<file path="config.mk">
export PLATFORM = sky130hd
export DESIGN_NAME = tbrd_refill
export DESIGN_NICKNAME = d
export VERILOG_FILES = /design/src/tbrd_pkg.sv /design/src/tbrd_refill.sv
export SDC_FILE = /design/constraint.sdc
export NUM_CORES = 2
export LEC_CHECK = 0
export ABC_AREA = 0
export BUFFER_PORTS_ARGS = -buffer_cell sky130_fd_sc_hd__buf_2
export CORE_ASPECT_RATIO = 0.7
export CORE_MARGIN = 4
export CORE_UTILIZATION = 34
export DETAILED_ROUTE_END_ITERATION = 7
export GPL_TIMING_DRIVEN = 0
export HOLD_SLACK_MARGIN = 0.15
export PLACE_DENSITY = 0.59
export SETUP_SLACK_MARGIN = 0.3
export SLEW_MARGIN = 10
export SYNTH_ARGS = -nofsm -noshare
export SYNTH_HDL_FRONTEND = slang
export SYNTH_SLANG_ARGS = --single-unit
</file>
<file path="constraint.sdc">
create_clock -name aclk -period 9.45 [get_ports aclk]
set_input_delay 0.945 -clock aclk [delete_from_list [all_inputs] [get_ports aclk]]
set_output_delay 0.945 -clock aclk [all_outputs]
set_load 0.1 [all_outputs]
</file>
<file path="src/tbrd_pkg.sv">
package tbrd_pkg;

    localparam int NUM_ENTRIES_DEF = 1024;

    localparam int IDX_W   = 10;
    localparam int LVL_W   = 16;
    localparam int TIME_W  = 32;
    localparam int PROD_W  = TIME_W + LVL_W;
    localparam int SUM_W   = 26;
    localparam int TOTAL_W = 30;

    localparam logic [TOTAL_W-1:0] MODULUS = 30'd1000000007;

    typedef struct packed {
        logic [LVL_W-1:0]  level;
        logic [LVL_W-1:0]  cap;
        logic [LVL_W-1:0]  rate;
        logic [TIME_W-1:0] last;
    } entry_t;

endpackage

</file>
<file path="src/tbrd_refill.sv">
module tbrd_refill (
    input  logic                        aclk,
    input  logic                        aresetn,
    input  logic                        in_valid,
    input  tbrd_pkg::entry_t            in_entry,
    input  logic [tbrd_pkg::TIME_W-1:0] now_time,
    output logic                        out_valid,
    output logic [tbrd_pkg::LVL_W-1:0]  out_level,
    output logic                        busy
);

    logic                          v1_reg, v2_reg, v3_reg;
    logic [tbrd_pkg::TIME_W-1:0]   elapsed_reg;
    logic [tbrd_pkg::LVL_W-1:0]    lvl1_reg, cap1_reg, rate1_reg;
    logic [tbrd_pkg::PROD_W-1:0]   prod_reg;
    logic [tbrd_pkg::LVL_W-1:0]    lvl2_reg, cap2_reg;
    logic [tbrd_pkg::LVL_W-1:0]    grown_reg;

    logic [tbrd_pkg::TIME_W-1:0]   elapsed_next;
    logic [tbrd_pkg::PROD_W-1:0]   prod_next;
    logic [tbrd_pkg::PROD_W:0]     sum_wide;
    logic [tbrd_pkg::LVL_W-1:0]    grown_next;

    always_comb begin
        // time going backwards counts as no elapsed time
        elapsed_next = (now_time > in_entry.last) ? (now_time - in_entry.last)
                                                  : '0;
        prod_next    = tbrd_pkg::PROD_W'(elapsed_reg) * tbrd_pkg::PROD_W'(rate1_reg);
        sum_wide     = (tbrd_pkg::PROD_W + 1)'(lvl2_reg) + (tbrd_pkg::PROD_W + 1)'(prod_reg);
        grown_next   = (sum_wide > (tbrd_pkg::PROD_W + 1)'(cap2_reg)) ? cap2_reg
                                                                      : sum_wide[15:0];
    end

    always_ff @(posedge aclk) begin
        if (!aresetn) begin
            v1_reg <= 1'b0;
            v2_reg <= 1'b0;
            v3_reg <= 1'b0;
        end else begin
            v1_reg <= in_valid;
            v2_reg <= v1_reg;
            v3_reg <= v2_reg;
        end
        elapsed_reg <= elapsed_next;
        lvl1_reg    <= in_entry.level;
        cap1_reg    <= in_entry.cap;
        rate1_reg   <= in_entry.rate;
        prod_reg    <= prod_next;
        lvl2_reg    <= lvl1_reg;
        cap2_reg    <= cap1_reg;
        grown_reg   <= grown_next;
    end

    assign out_valid = v3_reg;
    assign out_level = grown_reg;
    assign busy      = v1_reg | v2_reg | v3_reg;

endmodule

</file>
## Yosys cells after proc, flatten, opt, wreduce, memory -nomap -nowiden

Cells that the tools add are included.
W data, S select, Z words.

| storage, ports and cells | value |
|---|---|
| bits in registers | 179 |
| bits in latches | 0 |
| bits in writable memories | 0 |
| bits in read-only memories | 0 |
| input port bits | 115 |
| output and inout port bits | 18 |
| memories kept | 0 |

| cells by class | value |
|---|---|
| add/sub/neg operators | 2 |
| multipliers | 1 |
| div/mod/pow operators | 0 |
| $lt $le $gt $ge | 2 |
| eq/ne operators | 0 |
| shift operators | 0 |
| muxes and demuxes | 1 |
| bitwise operators | 2 |
| reductions and logical operators | 0 |

Operator list:

| kind | number |
|---|---|
| $add A16 B48 Y49 | 1 |
| $gt A49 B16 Y1 | 1 |
| $mul A32 B16 Y48 | 1 |
| $gt A32 B32 Y1 | 1 |
| $sub A32 B32 Y32 | 1 |
| $mux W16 | 1 |
| $or A1 B1 Y1 | 2 |

## Depth between registers and ports, before layout

| depth | value |
|---|---|
| depth after elaboration | 3 |
| mapped depth | 26 |
| depth with buffers taken out | 24 |

## Worst setup path after synthesis

OpenSTA, ideal clock, no wires.

| path | value |
|---|---|
| path type | reg-to-reg |
| start point | register elapsed_reg[11] in the netlist's numbering |
| end point | register prod_reg[47] in the netlist's numbering |
| setup time | 0.119 ns |
| arrival time | 6.187 ns |
| data required time | 9.331 ns |
| path slack | 3.144 ns |
| cell stages (with the launch flop) | 23 |
| path buffers | 1 |
| period minus slack after synthesis | 6.306 ns |
| cell sequence | dfxtp_1 > clkbuf_1 > nand2_1 > fa_1 > fa_1 > fa_1 > inv_1 > fa_1 > fa_1 > inv_1 > fa_1 > inv_1 > ha_1 > and2_1 > a221o_1 > a32oi_1 > nand2_1 > a211oi_2 > a31oi_1 > a41o_1 > a2111oi_0 > nor2_1 > xnor2_1 |

| on the way | value |
|---|---|
| word-level cells in the longest chain between the ends | 1 |

RTL lines:

| what | line | source |
|---|---|---|
| from (decl) | tbrd_refill.sv:13 | `logic [tbrd_pkg::TIME_W-1:0] elapsed_reg;` |
| from (signal assigned) | tbrd_refill.sv:44 | `elapsed_reg <= elapsed_next;` |
| $mul A32 B16 Y48 | tbrd_refill.sv:28 | `prod_next = tbrd_pkg::PROD_W'(elapsed_reg) * tbrd_pkg::PROD_W'(rate1_reg);` |
| via prod_next, one bit | tbrd_refill.sv:20 | `logic [tbrd_pkg::PROD_W-1:0] prod_next;` |
| to (signal assigned) | tbrd_refill.sv:48 | `prod_reg <= prod_next;` |
| to (decl) | tbrd_refill.sv:15 | `logic [tbrd_pkg::PROD_W-1:0] prod_reg;` |

The timed path passes the listed nets, and every way through them passes these cells.
A chain may end at the register's enable or synchronous reset.

## Final worst setup path

| path | value |
|---|---|
| start point | register rate1_reg[9] in the netlist's numbering |
| end point | register prod_reg[42] in the netlist's numbering |

| on the way | value |
|---|---|
| word-level cells in the longest chain between the ends | 1 |

RTL lines:

| what | line | source |
|---|---|---|
| from (decl) | tbrd_refill.sv:14 | `logic [tbrd_pkg::LVL_W-1:0] lvl1_reg, cap1_reg, rate1_reg;` |
| from (signal assigned) | tbrd_refill.sv:47 | `rate1_reg <= in_entry.rate;` |
| $mul A32 B16 Y48 | tbrd_refill.sv:28 |  |
| via prod_next, one bit | tbrd_refill.sv:20 |  |

The timed path passes the listed nets, and every way through them passes these cells.

==> metrics.cfg <==
[placed_design]
dp_hpwl_um = 58000
io_buffers = 132
dpl_cell_area_um2 = 26000
place_congestion = 0.944

[route]
wl_per_cell_um = 18.2
dr.pass1.iters = 6
drtAntennaViolNets = 0
routed_via_density = 4.89
vias = 18649
drtIter0Drc = 1275
drt-total-wl_um = 69300
route.detailed.drc = 0

[min_path]
holdPathStages = 0
min_from = lvl1_reg[0]
hold_path_class = reg2reg
worstHoldEndpoint = lvl2_reg[0]

[synth]
yosysTopAreaCell = fa_1
synth.top_cell.area_share_pct = 34.8
synthTopCellsByArea = fa_1, dfxtp_1, ha_1
synth-simple-area-share_pct = 17.3
yosys.area_share.xor_xnor_pct = 2.79
synth_compound_area_share_pct = 9.71
yosysSeqAreaShare_pct = 14.8
syn_nets = 3411
syn_inst = 2692
synthTopCellsByCount = inv_1, fa_1, nand2_1, and2_1, ha_1
synthFlopType = dfxtp_1
async_flop_share_pct = 0
netlist_area_um2 = 24200
ys_types = 82
ys_warn_count = 0
synth_fa_ha_area_share_pct = 44.3
yosysMostFrequentCell = inv_1
synthMuxAreaShare_pct = 1.13
synth_seq_cells = 179
synth_edf_count = 0
synth_top_family_by_area = adder cells
syn_avg_cell_area_um2 = 8.97

[clocking]
htreeDepth = 4
clock_sinks = 179
cts_root_buf = clkbuf_16
ctsResizeCount = 0
cts-hold-fix-buffers = 0
postCtsSetupRepairBufs = 0
clk_pin_slew_ps = 80
insertion_delay_ps = 500
numCtsBuffers = 17
cts_tree = built
cts_buffer_depth = 2

[sta]
tightest_slew_ps = 1080
setup_viol = 0
maxClockFrequency_mhz = 125
hold_viol = 0
drv_slew = 0
tns_ps = 0
timing.slew.headroom_pct = 28.1
rsz0062_at_grt = no
fin_crit_sh_pct = 85.0
min_period_ps = 8030
skew_ps = 14.6

[floorplan]
io_pins = 133
initial_core_util_pct = 34.4
fp.dieH_um = 231
core_um2 = 70100
die_area_um2 = 75400
die_w_um = 327
num_rows = 81

[finish]
largest_reg_flops = 48
area_delta_synth_final_pct = 10.3
nets = 3562
nFillCells = 7312
drive_above_1_share_pct = 7.74
design_area_um2 = 26600
final_util_pct = 38.0

[grt]
grt_overflow = 0
track_usage_pct = 19.0
grt_pass1_vias = 19260
grt_max_degree = 20
grt_pass1_wl_um = 110000
antenna_found_initial = 4

[setup_path]
crit_fanout = 10
worst-setup-path-type = reg2reg
crit_top_cell = fa_1
critPathRequiredTime_ps = 9840
rrSetupSlack_ps = 1420
cp_slowest_stage_delay_ps = 830
end_kind = flip-flop
r2r_cells = 23
cp.arrival_ps = 8420
crit_chain = clkbuf_1 > nand2_1 > fa_1 > inv_1 > fa_1 > inv_1 > fa_1 > inv_1 > fa_1 > fa_1 > inv_1 > fa_1 > inv_1 > ha_1 > a21oi_1 > o21ai_0 > a22oi_1 > and4_1 > o21ai_0 > a211oi_1 > o21bai_1 > a21boi_0 > xnor2_1
worst_setup_path_start_kind = flip-flop
r2r-end = prod_reg[42]
cp_slowest_cell = clkbuf_1
reg2reg_from = rate1_reg[9]

[power]
peakVddDrop_mv = 0.429
power_density_nw_per_um2 = 389
p_leak_nw = 12.8

[status]
outcome = finished clean

[run]
max_cap_viol_count = 0

## cells by family (layout without fill, tap and decap cells)
family / after synthesis / in the layout
adders and majority gates: 604 / 604
AOI/OAI and AO/OA: 345 / 345
muxes: 21 / 21
DFF: 179 / 179
buffers and inverters: 627 / 790
other: 0 / 5
and+or+nand+nor: 839 / 839
xor gates and xnor gates: 77 / 77
## final cells by class
type,instances,area [um^2],area share [%]
multi-input cells,1886,18200,68.2
flip-flops and latches,179,3580,13.5
inverters,522,1960,7.36
well taps,954,1190,4.48
repair buffers,132,661,2.48
plain buffers,105,432,1.62
clock buffers,17,425,1.60
clock inverters,14,191,0.719
diodes,5,12.5,0.0470
## worst max-delay path: cells and delay by family (launching register included)
| kind | cells | cell delay, ps |
|---|---|---|
| compound gates | 7 | 2160 |
| xor+xnor | 1 | 200 |
| fa+ha+maj | 7 | 3370 |
| buf+inv | 6 | 1080 |
| flops | 1 | 660 |
| simple gates | 2 | 460 |
## layout by cell type, fill, tap and decap left out, types with 11 or more instances in the layout
| cell type | instances |
|---|---|
| and3_1 | 15 |
| o21bai_1 | 20 |
| nand2_1 | 338 |
| a31oi_1 | 13 |
| clkbuf_1 | 91 |
| o21ai_0 | 57 |
| nand4_1 | 21 |
| inv_1 | 522 |
| nor3_1 | 16 |
| nand3_1 | 38 |
| a21o_1 | 56 |
| a211oi_1 | 15 |
| and2_1 | 244 |
| xnor2_1 | 47 |
| nor2b_1 | 18 |
| buf_2 | 142 |
| o21a_1 | 11 |
| ha_1 | 184 |
| dfxtp_1 | 179 |
| clkbuf_16 | 17 |
| nor2_1 | 95 |
| fa_1 | 420 |
| a21oi_1 | 90 |
| xor2_1 | 30 |
| nand2b_1 | 11 |
## per-layer routing
metal | global-route usage [%] | wire length [um] | vias to the layer above
met1 | 26.7 | 31400 | 9236
met5 | 0 | 16 | -
li1 | - | - | 8688
met3 | 7.29 | 7860 | 68
met2 | 27.7 | 28900 | 655
met4 | 4.57 | 1070 | 2
## per-stage QoR
step / std cells / power (mW) / worst slack [ps] / hold WS (ps)
finish: 3814 / 10.4 / 1420 / 324
global route: 3809 / 11.7 / 1060 / 330
CTS: 3809 / 10.4 / 1650 / 329
detailed placement: 3778 / 9.60 / 1700 / 312
global placement: 3778 / 9.57 / 1700 / 312
floorplan: 2692 / 7.47 / 3140 / 310
## report_power, final
part | internal (mW) | switching [mW] | total, mW
combinational | 3.43 | 5.00 | 8.43
sequential | 0.999 | 0.182 | 1.18
clock | 0.380 | 0.365 | 0.746
total | 4.81 | 5.54 | 10.4
## how the worst max path moves through the flow
stage,to,slack [ps],start,cells past startpoint
2_1_floorplan,prod_reg[47],3140,elapsed_reg[11],22
3_3_place_gp,prod_reg[42],1700,rate1_reg[9],23
3_5_place_dp,prod_reg[42],1700,rate1_reg[9],23
4_1_cts,prod_reg[42],1650,rate1_reg[9],23
5_1_grt,prod_reg[42],1060,rate1_reg[9],23
6_report,prod_reg[42],1420,rate1_reg[9],23
Power figures use the tool's default switching activity.
